### src/hdl/stfb_pkg.sv
// Types, codes and reset values shared by the soft timer bank modules.
`default_nettype none
package stfb_pkg;

	localparam int CFG_IDX_W  = 4;
	localparam int CFG_DATA_W = 17;

	// Register indexes of the configuration port.
	localparam logic [CFG_IDX_W-1:0] CFG_MS_PRESCALE     = 4'd0;
	localparam logic [CFG_IDX_W-1:0] CFG_SHORT_MEMORY    = 4'd1;
	localparam logic [CFG_IDX_W-1:0] CFG_LONG_MEMORY     = 4'd2;
	localparam logic [CFG_IDX_W-1:0] CFG_PERIODIC_RELOAD = 4'd3;

	// Reset values of the configuration registers.
	localparam logic [3:0]  MS_PRESCALE_RST     = 4'd10;
	localparam logic [16:0] SHORT_MEMORY_RST    = 17'd10;
	localparam logic [16:0] LONG_MEMORY_RST     = 17'd100000;
	localparam logic [5:0]  PERIODIC_RELOAD_RST = 6'd40;

	typedef enum logic [2:0] {
		FUNC_TICK          = 3'd0,
		FUNC_ARM_MS        = 3'd1,
		FUNC_ARM_SHORT     = 3'd2,
		FUNC_ARM_LONG      = 3'd3,
		FUNC_LOAD_DELAY    = 3'd4,
		FUNC_WRITE_MS_FLAG = 3'd5,
		FUNC_CLEAR_PERIOD  = 3'd6,
		FUNC_SET_PERIOD    = 3'd7
	} func_t;

	typedef struct packed {
		func_t       func;
		logic [15:0] ms_value;
		logic [30:0] delay_value;
		logic        flag_value;
	} item_t;

	typedef struct packed {
		logic        ms_done;
		logic        memory_expired;
		logic [30:0] delay_left;
		logic        periodic_flag;
	} result_t;

	typedef struct packed {
		logic [3:0]  ms_prescale;
		logic [16:0] short_memory_ticks;
		logic [16:0] long_memory_ticks;
		logic [5:0]  periodic_reload;
	} cfg_t;

	// Hand-off from the input stage to the timer update.
	typedef struct packed {
		logic  valid;
		item_t item;
	} slot_t;

endpackage
`default_nettype wire

### src/hdl/tick_driven_soft_timer_bank.sv
// Top level of the tick driven soft timer bank.
//
// The bank keeps four software timers that advance on a 100 microsecond tick:
// a delay down-counter that stops at zero, a millisecond timeout behind a
// programmable prescaler with a done flag, a memory timeout armed with a short
// or a long preset with an expired flag, and a free-running period counter that
// sets a sticky flag each time it runs out. Every input item is either a tick
// (func zero) or a command, and every item returns exactly one result item that
// shows all three flags and the remaining delay as they stand after that item.
// Only ticks advance the counters; commands load, arm or write flags.
// Items move through two register stages: an input register, then the timer
// update and the result register. A result is offered once its item has passed
// through both registers, and one item is taken every cycle as long as the
// downstream side keeps taking results. The input side stalls only while both
// stages hold an item and the output is stalled. Configuration writes are
// always accepted and take effect from the next item; write them only while
// no item is in flight.
`default_nettype none
module tick_driven_soft_timer_bank (
	input  wire logic                             clk,
	input  wire logic                             arst_n,
	// Input item channel.
	input  wire logic                             in_valid,
	output logic                                  in_stall,
	input  wire logic [2:0]                       func,
	input  wire logic [15:0]                      ms_value,
	input  wire logic [30:0]                      delay_value,
	input  wire logic                             flag_value,
	// Result item channel.
	output logic                                  out_valid,
	input  wire logic                             out_stall,
	output logic                                  ms_done,
	output logic                                  memory_expired,
	output logic [30:0]                           delay_left,
	output logic                                  periodic_flag,
	// Configuration write channel.
	input  wire logic                             cfg_valid,
	output logic                                  cfg_ready,
	input  wire logic [stfb_pkg::CFG_IDX_W-1:0]   cfg_index,
	input  wire logic [stfb_pkg::CFG_DATA_W-1:0]  cfg_data
);

	stfb_pkg::cfg_t    cfg;
	stfb_pkg::item_t   item_in;
	stfb_pkg::slot_t   slot;
	stfb_pkg::result_t result_next;
	stfb_pkg::result_t result_out;
	logic              load;
	logic              advance;

	// The item in the input register moves on whenever the result register is
	// empty or its result is being taken in this cycle.
	assign advance  = slot.valid && (!out_valid || !out_stall);
	assign in_stall = slot.valid && out_valid && out_stall;
	assign load     = in_valid && !in_stall;

	// The register file can always take a write.
	assign cfg_ready = 1'b1;

	assign item_in.func        = stfb_pkg::func_t'(func);
	assign item_in.ms_value    = ms_value;
	assign item_in.delay_value = delay_value;
	assign item_in.flag_value  = flag_value;

	stfb_cfg_regs u_cfg_regs (
		.clk      (clk),
		.arst_n   (arst_n),
		.wr_en    (cfg_valid && cfg_ready),
		.wr_index (cfg_index),
		.wr_data  (cfg_data),
		.cfg      (cfg)
	);

	stfb_in_stage u_in_stage (
		.clk     (clk),
		.arst_n  (arst_n),
		.load    (load),
		.advance (advance),
		.item_in (item_in),
		.slot    (slot)
	);

	// The timer state commits together with the result register, so the state
	// always matches the last item that reached the output.
	stfb_timers u_timers (
		.clk     (clk),
		.arst_n  (arst_n),
		.advance (advance),
		.item    (slot.item),
		.cfg     (cfg),
		.result  (result_next)
	);

	stfb_out_stage u_out_stage (
		.clk        (clk),
		.arst_n     (arst_n),
		.advance    (advance),
		.out_stall  (out_stall),
		.result_in  (result_next),
		.out_valid  (out_valid),
		.result_out (result_out)
	);

	assign ms_done        = result_out.ms_done;
	assign memory_expired = result_out.memory_expired;
	assign delay_left     = result_out.delay_left;
	assign periodic_flag  = result_out.periodic_flag;

endmodule
`default_nettype wire

### src/hdl/stfb_cfg_regs.sv
// Configuration registers of the soft timer bank.
`default_nettype none
module stfb_cfg_regs (
	input  wire logic                             clk,
	input  wire logic                             arst_n,
	input  wire logic                             wr_en,
	input  wire logic [stfb_pkg::CFG_IDX_W-1:0]   wr_index,
	input  wire logic [stfb_pkg::CFG_DATA_W-1:0]  wr_data,
	output stfb_pkg::cfg_t                        cfg
);

	stfb_pkg::cfg_t cfg_q;

	always_ff @(posedge clk or negedge arst_n) begin
		if (!arst_n) begin
			cfg_q.ms_prescale        <= stfb_pkg::MS_PRESCALE_RST;
			cfg_q.short_memory_ticks <= stfb_pkg::SHORT_MEMORY_RST;
			cfg_q.long_memory_ticks  <= stfb_pkg::LONG_MEMORY_RST;
			cfg_q.periodic_reload    <= stfb_pkg::PERIODIC_RELOAD_RST;
		end else if (wr_en) begin
			case (wr_index)
				stfb_pkg::CFG_MS_PRESCALE:     cfg_q.ms_prescale        <= wr_data[3:0];
				stfb_pkg::CFG_SHORT_MEMORY:    cfg_q.short_memory_ticks <= wr_data[16:0];
				stfb_pkg::CFG_LONG_MEMORY:     cfg_q.long_memory_ticks  <= wr_data[16:0];
				stfb_pkg::CFG_PERIODIC_RELOAD: cfg_q.periodic_reload    <= wr_data[5:0];
				default: ;
			endcase
		end
	end

	assign cfg = cfg_q;

endmodule
`default_nettype wire

### src/hdl/stfb_in_stage.sv
// Input register stage of the soft timer bank.
`default_nettype none
module stfb_in_stage (
	input  wire logic           clk,
	input  wire logic           arst_n,
	input  wire logic           load,
	input  wire logic           advance,
	input  stfb_pkg::item_t     item_in,
	output stfb_pkg::slot_t     slot
);

	logic            valid_s1;
	stfb_pkg::item_t item_s1;

	always_ff @(posedge clk or negedge arst_n) begin
		if (!arst_n) begin
			valid_s1 <= 1'b0;
		end else if (load) begin
			valid_s1 <= 1'b1;
		end else if (advance) begin
			valid_s1 <= 1'b0;
		end
	end

	// Payload register needs no reset.
	always_ff @(posedge clk) begin
		if (load) begin
			item_s1 <= item_in;
		end
	end

	assign slot.valid = valid_s1;
	assign slot.item  = item_s1;

endmodule
`default_nettype wire

### src/hdl/stfb_timers.sv
// Timer state of the soft timer bank and its update for one item.
`default_nettype none
module stfb_timers (
	input  wire logic           clk,
	input  wire logic           arst_n,
	input  wire logic           advance,
	input  stfb_pkg::item_t     item,
	input  stfb_pkg::cfg_t      cfg,
	output stfb_pkg::result_t   result
);

	logic [3:0]  prescale_q, prescale_n;
	logic [15:0] ms_count_q, ms_count_n;
	logic        ms_flag_q, ms_flag_n;
	logic [16:0] memory_count_q, memory_count_n;
	logic        memory_flag_q, memory_flag_n;
	logic [30:0] delay_q, delay_n;
	logic [5:0]  period_q, period_n;
	logic        period_flag_q, period_flag_n;
	logic        first_tick_q, first_tick_n;

	always_comb begin
		logic [3:0] prescale_inc;
		logic [5:0] period_dec;

		prescale_n     = prescale_q;
		ms_count_n     = ms_count_q;
		ms_flag_n      = ms_flag_q;
		memory_count_n = memory_count_q;
		memory_flag_n  = memory_flag_q;
		delay_n        = delay_q;
		period_n       = period_q;
		period_flag_n  = period_flag_q;
		first_tick_n   = first_tick_q;
		prescale_inc   = prescale_q + 4'd1;
		period_dec     = (period_q != '0) ? period_q - 6'd1 : period_q;

		case (item.func)
			stfb_pkg::FUNC_TICK: begin
				if (first_tick_q) begin
					first_tick_n = 1'b0;
					ms_flag_n    = 1'b0;
				end
				if (delay_q != '0) begin
					delay_n = delay_q - 31'd1;
				end
				if (prescale_inc >= cfg.ms_prescale) begin
					prescale_n = '0;
					if (ms_count_q != '0) begin
						ms_count_n = ms_count_q - 16'd1;
						if (ms_count_q == 16'd1) begin
							ms_flag_n = 1'b1;
						end
					end
				end else begin
					prescale_n = prescale_inc;
				end
				if (period_dec == '0) begin
					period_n      = cfg.periodic_reload;
					period_flag_n = 1'b1;
				end else begin
					period_n = period_dec;
				end
				if (memory_count_q != '0) begin
					memory_count_n = memory_count_q - 17'd1;
					if (memory_count_q == 17'd1) begin
						memory_flag_n = 1'b1;
					end
				end
			end
			stfb_pkg::FUNC_ARM_MS: begin
				if (item.ms_value != '0) begin
					ms_count_n = item.ms_value;
					ms_flag_n  = 1'b0;
					prescale_n = '0;
				end else begin
					ms_flag_n = 1'b1;
				end
			end
			stfb_pkg::FUNC_ARM_SHORT: begin
				memory_count_n = cfg.short_memory_ticks;
				memory_flag_n  = 1'b0;
			end
			stfb_pkg::FUNC_ARM_LONG: begin
				memory_count_n = cfg.long_memory_ticks;
				memory_flag_n  = 1'b0;
			end
			stfb_pkg::FUNC_LOAD_DELAY: begin
				delay_n = item.delay_value;
			end
			stfb_pkg::FUNC_WRITE_MS_FLAG: begin
				ms_flag_n = item.flag_value;
			end
			stfb_pkg::FUNC_CLEAR_PERIOD: begin
				period_flag_n = 1'b0;
			end
			stfb_pkg::FUNC_SET_PERIOD: begin
				period_flag_n = 1'b1;
			end
			default: ;
		endcase
	end

	always_ff @(posedge clk or negedge arst_n) begin
		if (!arst_n) begin
			prescale_q     <= '0;
			ms_count_q     <= '0;
			ms_flag_q      <= 1'b0;
			memory_count_q <= '0;
			memory_flag_q  <= 1'b0;
			delay_q        <= '0;
			period_q       <= '0;
			period_flag_q  <= 1'b1;
			first_tick_q   <= 1'b1;
		end else if (advance) begin
			prescale_q     <= prescale_n;
			ms_count_q     <= ms_count_n;
			ms_flag_q      <= ms_flag_n;
			memory_count_q <= memory_count_n;
			memory_flag_q  <= memory_flag_n;
			delay_q        <= delay_n;
			period_q       <= period_n;
			period_flag_q  <= period_flag_n;
			first_tick_q   <= first_tick_n;
		end
	end

	// The result reports the state as it stands after this item.
	assign result.ms_done        = ms_flag_n;
	assign result.memory_expired = memory_flag_n;
	assign result.delay_left     = delay_n;
	assign result.periodic_flag  = period_flag_n;

endmodule
`default_nettype wire

### src/hdl/stfb_out_stage.sv
// Result register stage of the soft timer bank.
`default_nettype none
module stfb_out_stage (
	input  wire logic           clk,
	input  wire logic           arst_n,
	input  wire logic           advance,
	input  wire logic           out_stall,
	input  stfb_pkg::result_t   result_in,
	output logic                out_valid,
	output stfb_pkg::result_t   result_out
);

	logic              valid_s2;
	stfb_pkg::result_t result_s2;

	always_ff @(posedge clk or negedge arst_n) begin
		if (!arst_n) begin
			valid_s2 <= 1'b0;
		end else if (advance) begin
			valid_s2 <= 1'b1;
		end else if (!out_stall) begin
			valid_s2 <= 1'b0;
		end
	end

	always_ff @(posedge clk) begin
		if (advance) begin
			result_s2 <= result_in;
		end
	end

	assign out_valid  = valid_s2;
	assign result_out = result_s2;

endmodule
`default_nettype wire

### config.mk
export PLATFORM = sky130hd
export DESIGN_NAME = tick_driven_soft_timer_bank
export DESIGN_NICKNAME = d
export VERILOG_FILES = /design/src/hdl/stfb_pkg.sv /design/src/hdl/tick_driven_soft_timer_bank.sv /design/src/hdl/stfb_cfg_regs.sv /design/src/hdl/stfb_in_stage.sv /design/src/hdl/stfb_timers.sv /design/src/hdl/stfb_out_stage.sv
export SDC_FILE = /design/constraint.sdc
export NUM_CORES = 1
export LEC_CHECK = 0
export BUFFER_PORTS_ARGS = -buffer_cell sky130_fd_sc_hd__buf_4
export CORE_ASPECT_RATIO = 1.25
export CORE_UTILIZATION = 35
export DETAILED_ROUTE_END_ITERATION = 6
export GPL_ROUTABILITY_DRIVEN = 0
export PLACE_DENSITY = 0.52
export SYNTH_ARGS = -nofsm -noshare
export SYNTH_HDL_FRONTEND = slang
export SYNTH_SLANG_ARGS = --single-unit
### constraint.sdc
create_clock -name clk -period 3.9 [get_ports clk]
set_input_delay 0.585 -clock clk [delete_from_list [all_inputs] [get_ports clk]]
set_output_delay 0.585 -clock clk [all_outputs]
set_load 0.01 [all_outputs]
After elaboration in Yosys (flattened, before gate mapping). Index checks and enable logic that the tools add are counted. Widths: inputs -> output; s select.

$add $sub $neg: 5. Order comparisons: 1. Equality and inequality tests: 17. Mux-type cells: 28. Reductions and logical operators: 28.

Operators with widths (count): $pmux 31 s2 (1); $pmux 17 s3 (1); $mux 16 (3); $pmux 16 s2 (1); $reduce_bool 16->1 (2); $mux 31 (1); $reduce_bool 31->1 (1); $sub 31x1->31 const B (1); $eq 17x1->1 const B (1); $mux 17 (1); $reduce_bool 17->1 (1); $sub 17x1->17 const B (1); $eq 16x1->1 const B (1); $sub 16x1->16 const B (1); $eq 3x3->1 const B (4); $mux 1 (12); $mux 6 (2); $ne 2x1->1 const B (5); $reduce_and 2->1 (5); $eq 4x2->1 const B (2); $mux 4 (2); $pmux 4 s2 (1); $eq 3x2->1 const B (2); $logic_not 6->1 (1); other kinds (18) (26).

Flip-flop bits (word level): 209. Output and inout port bits: 37.

Longest topological paths before layout.
Word-level depth: 5. Depth in mapped cells: 10.

Hierarchy. A second synthesis with hierarchy kept.

Cells, all modules: 972. Area, all modules: 10432.5 µm².

By module, submodules not included: stfb_timers (times used 1, cells each 779, area an instance 6023.3 µm², sequential area each 1954.4 µm²); stfb_cfg_regs (times used 1, cells each 97, area an instance 1741.7 µm², sequential area each 1116.1 µm²); stfb_in_stage (times used 1, cells each 55, area an instance 1575.3 µm², sequential area each 1556.5 µm²); stfb_out_stage (times used 1, cells each 36, area an instance 1053.5 µm², sequential area each 1046.0 µm²); tick_driven_soft_timer_bank (times used 1, cells each 5, area an instance 38.8 µm², sequential area each 0.0 µm²).

Least setup slack after synthesis. OpenSTA, ideal clock, no wires.

Path type: input port to flip-flop. From: input port out_stall. To: register u_timers.ms_count_q[8]. Library setup time: 0.083 ns. Data arrival time: 2.954 ns. Data required time: 3.817 ns. Path slack: 0.864 ns. Cell stages on the path: 8. Path buffers: 2. Cell sequence: a21bo_2 clkbuf_1 clkinv_1 o211ai_1 a211o_1 clkbuf_1 o21ai_0 o21ai_0.

Longest elaborated chain between the ends: 4.

Ends and longest elaborated chain: start, declared (RTL line tick_driven_soft_timer_bank.sv:31) `input wire logic out_stall,`; $logic_not 1->1; $logic_or 1x1->1 (RTL line tick_driven_soft_timer_bank.sv:53) `assign advance = slot.valid && (!out_valid || !out_stall);`; $logic_and 1x1->1 (RTL line tick_driven_soft_timer_bank.sv:53); named net advance (RTL line tick_driven_soft_timer_bank.sv:49) `logic advance;`; $reduce_and 5->1 (no line); end signal, assigned (RTL line stfb_timers.sv:117) `ms_count_q <= ms_count_n;`; end, declared (RTL line stfb_timers.sv:13) `logic [15:0] ms_count_q, ms_count_n;`.

The timed path passes the listed nets, and every way through them passes these cells. A chain may end at the register's enable or synchronous reset.

==> results.toml <==
[yosys]
synth_top_area_cell = "dfrtp_1"
async_flop_share_pct = 59.3
synth_ff_type = "dfrtp_1"
syn_avg_cell_area_um2 = 10.5
syn_inst = 987
yosys.area.top_type_share_pct = 26.5
yosysMostFrequentCell = "dfrtp_1"
synth_edf_count = 85
synth-seq-cells = 209
synth_area_um2 = 10400
syn-num-nets = 1079
synth_area_leaders = "dfrtp_1 26%, edfxtp_1 25%, mux2_2 5.4%, a21oi_1 3.6%, dfstp_2 3.5%"
ys_types = 74
yosys_warnings = 0
yosys-top-cells-count = "110 x dfrtp_1, 85 x edfxtp_1, 82 x nand2_1"
ys_seq_area_share_pct = 54.6

[outcome]
outcome = "complete, no violations"

[worst_setup_path]
path_cells = "nor4_1 -> nand2b_1 -> nor4_4 -> nand2_2 -> o32a_1 -> o32a_1"
crit_arrival_ps = 3320
required_ps = 4180
crit_path_max_incr_delay_ps = 690
crit_fanout = 9
cp_common_cell = "o32a_1"
end_kind = "register"
crit_type = "reg2reg"
start_kind = "register"
slowest_stage = "nor4_1"

[clocking]
post_cts_buffers = 0
clkTransAtPathRegs_ps = 60
clock_path_buffers = 3
numCtsBuffers = 25
cts.sink_count = 209
worstSkewPairLatency_ps = 520
hold_buffers = 0
h-tree-depth = 1
clock_tree.root_cell = "clkbuf_16"
cts_tree = "yes"
cts_resized = 0

[global_route]
grt_pass1_vias = 7965
grt_max_degree = 71
grt_usage_pct = 18.6
gr-total-overflow = 0
antenna_found_initial = 0
grt_first_pass_wirelength_mm = 44.3

[power_and_ir_drop]
power_density_nw_per_um2 = 569
ir_worst_vdd_v = 0.000248
leakagePower_nw = 4.94
p_total_mw = 7.14

[sta]
tns_ps = 0
rsz0062_at_grt = "false"
fmax_ghz = 0.329
drv_slew = 0
setup_violations = 0
fin_worst_skew_ps = 13.4
worstMarginPinSlew_ps = 892
hold_slack_ps = 148
period_share_pct = 78.0
slew_headroom_pct = 40.4
finalHoldViolCount = 0
finalCriticalPeriod_ps = 3040

[drt]
viasPerCell = 5.51
num_vias = 8298
wl_mm = 28.0
drc = 0
first_pass_iters = 5
drtIter0Drc = 494
drtAntennaViolNets = 0
wl_per_cell_um = 18.6

[cells_and_area]
antenna_cells = 0
drive_gt1_share_pct = 23.4
syn2layout_area_growth_pct = 20.9
fin_nets = 1183

[floorplan]
start_util_pct = 35.5
rows = 70
core_area_um2 = 29300
dieArea_um2 = 30400
die_x_um = 156
io_pins = 114
dieHeight_um = 195

[place]
place_hpwl_mm = 18.9
portBuffers = 112

[worst_hold_path]
min_path_type = "in2async"

[flow_run]
cap_violations = 0
## report_power, final
group          switching (mW)  internal [mW]  leakage [nW]  total (mW)
clock network           0.929           1.48         0.423        2.41
registers               0.424           2.79          2.29        3.22
logic                   0.813          0.704          2.23        1.52
total                    2.17           4.98          4.94        7.14
## state kept, by name (all words and copies together), names as in the netlist
| signal | count |
|---|---|
| u_timers.first_tick_q | 1 |
| u_timers.period_q | 6 |
| u_in_stage.slot | 51 |
| u_out_stage.out_valid | 1 |
| u_cfg_regs.cfg | 44 |
| u_timers.memory_count_q | 17 |
| u_in_stage.valid_s1 | 1 |
| u_out_stage.result_out | 34 |
| u_timers.memory_flag_q | 1 |
| u_timers.period_flag_q | 1 |
| u_timers.ms_count_q | 16 |
| u_timers.delay_q | 31 |
| u_timers.ms_flag_q | 1 |
| u_timers.prescale_q | 4 |
## path summary, 6_finish.rpt
kind,startpoint,end,slack (ps),cells after the start
max,u_timers.delay_q[7],u_out_stage.result_out[26],860,6
min,arst_n,u_timers.delay_q[26],150,1
max reg2reg,u_timers.delay_q[7],u_out_stage.result_out[26],860,6
min reg2reg,u_in_stage.valid_s1,u_out_stage.out_valid,480,1
max in group asynchronous,arst_n,u_cfg_regs.cfg[41],2830,2
min in group clk,delay_value[19],u_in_stage.slot[20],230,1
## critical path, delay by kind of cell, from the launching register on
family,cells,cell delay [ps]
flops,1,440
simple gates,4,1790
compound gates,2,570
## final cells by class
class / instances / area, µm²
Multi-Input combinational cell: 702 / 4450
Sequential cell: 209 / 5670
Inverter: 19 / 71.3
Clock buffer: 33 / 716
Timing Repair Buffer: 134 / 1020
Tap cell: 396 / 495
Clock inverter: 12 / 139
Fill cell: 2889 / 16700
## layer usage
metal  GRT usage [%]  up-vias  routed length, µm
met5               0        -                  0
met4            5.95        0                752
met3            2.54       50               1240
met2            31.8      213              13800
met1            24.1     4071              12200
li1                -     3964                  -
## cells in the final DEF (no fill, tap or decap), drive strengths merged, types with 29 or more instances in the layout
| cell type | count |
|---|---|
| buf | 134 |
| dfrtp | 110 |
| edfxtp | 85 |
| nand2 | 83 |
| a21oi | 74 |
| o21ai | 74 |
| nor2 | 73 |
| mux2 | 50 |
| nand3 | 40 |
| clkbuf | 33 |
| nor3 | 29 |
## cells by family (layout without fill, tap and decap cells)
group / count (synthesis) / in the layout / synth area share [%]
simple gates: 334 / 334 / 16.2
compound gates: 286 / 286 / 17.6
flops: 209 / 209 / 54.6
buf+inv: 76 / 198 / 2.88
mux: 62 / 62 / 6.57
fa+ha+maj: 15 / 15 / 1.81
xor+xnor: 4 / 4 / 0.337
other cells: 1 / 1 / 0.0361
## through the flow
step | util [%] | worst slack [ps] | cell area, µm² | instances
after detailed placement | 40.0 | 928 | 11700 | 1460
after CTS | 43.0 | 920 | 12600 | 1505
final | 43.0 | 858 | 12600 | 1505
after global placement | 40.0 | 1030 | 11700 | 1460
after global routing | 43.0 | 589 | 12600 | 1505
after floorplan | - | 864 | 10400 | 987
Note: power is estimated with default switching activity, not from simulation.
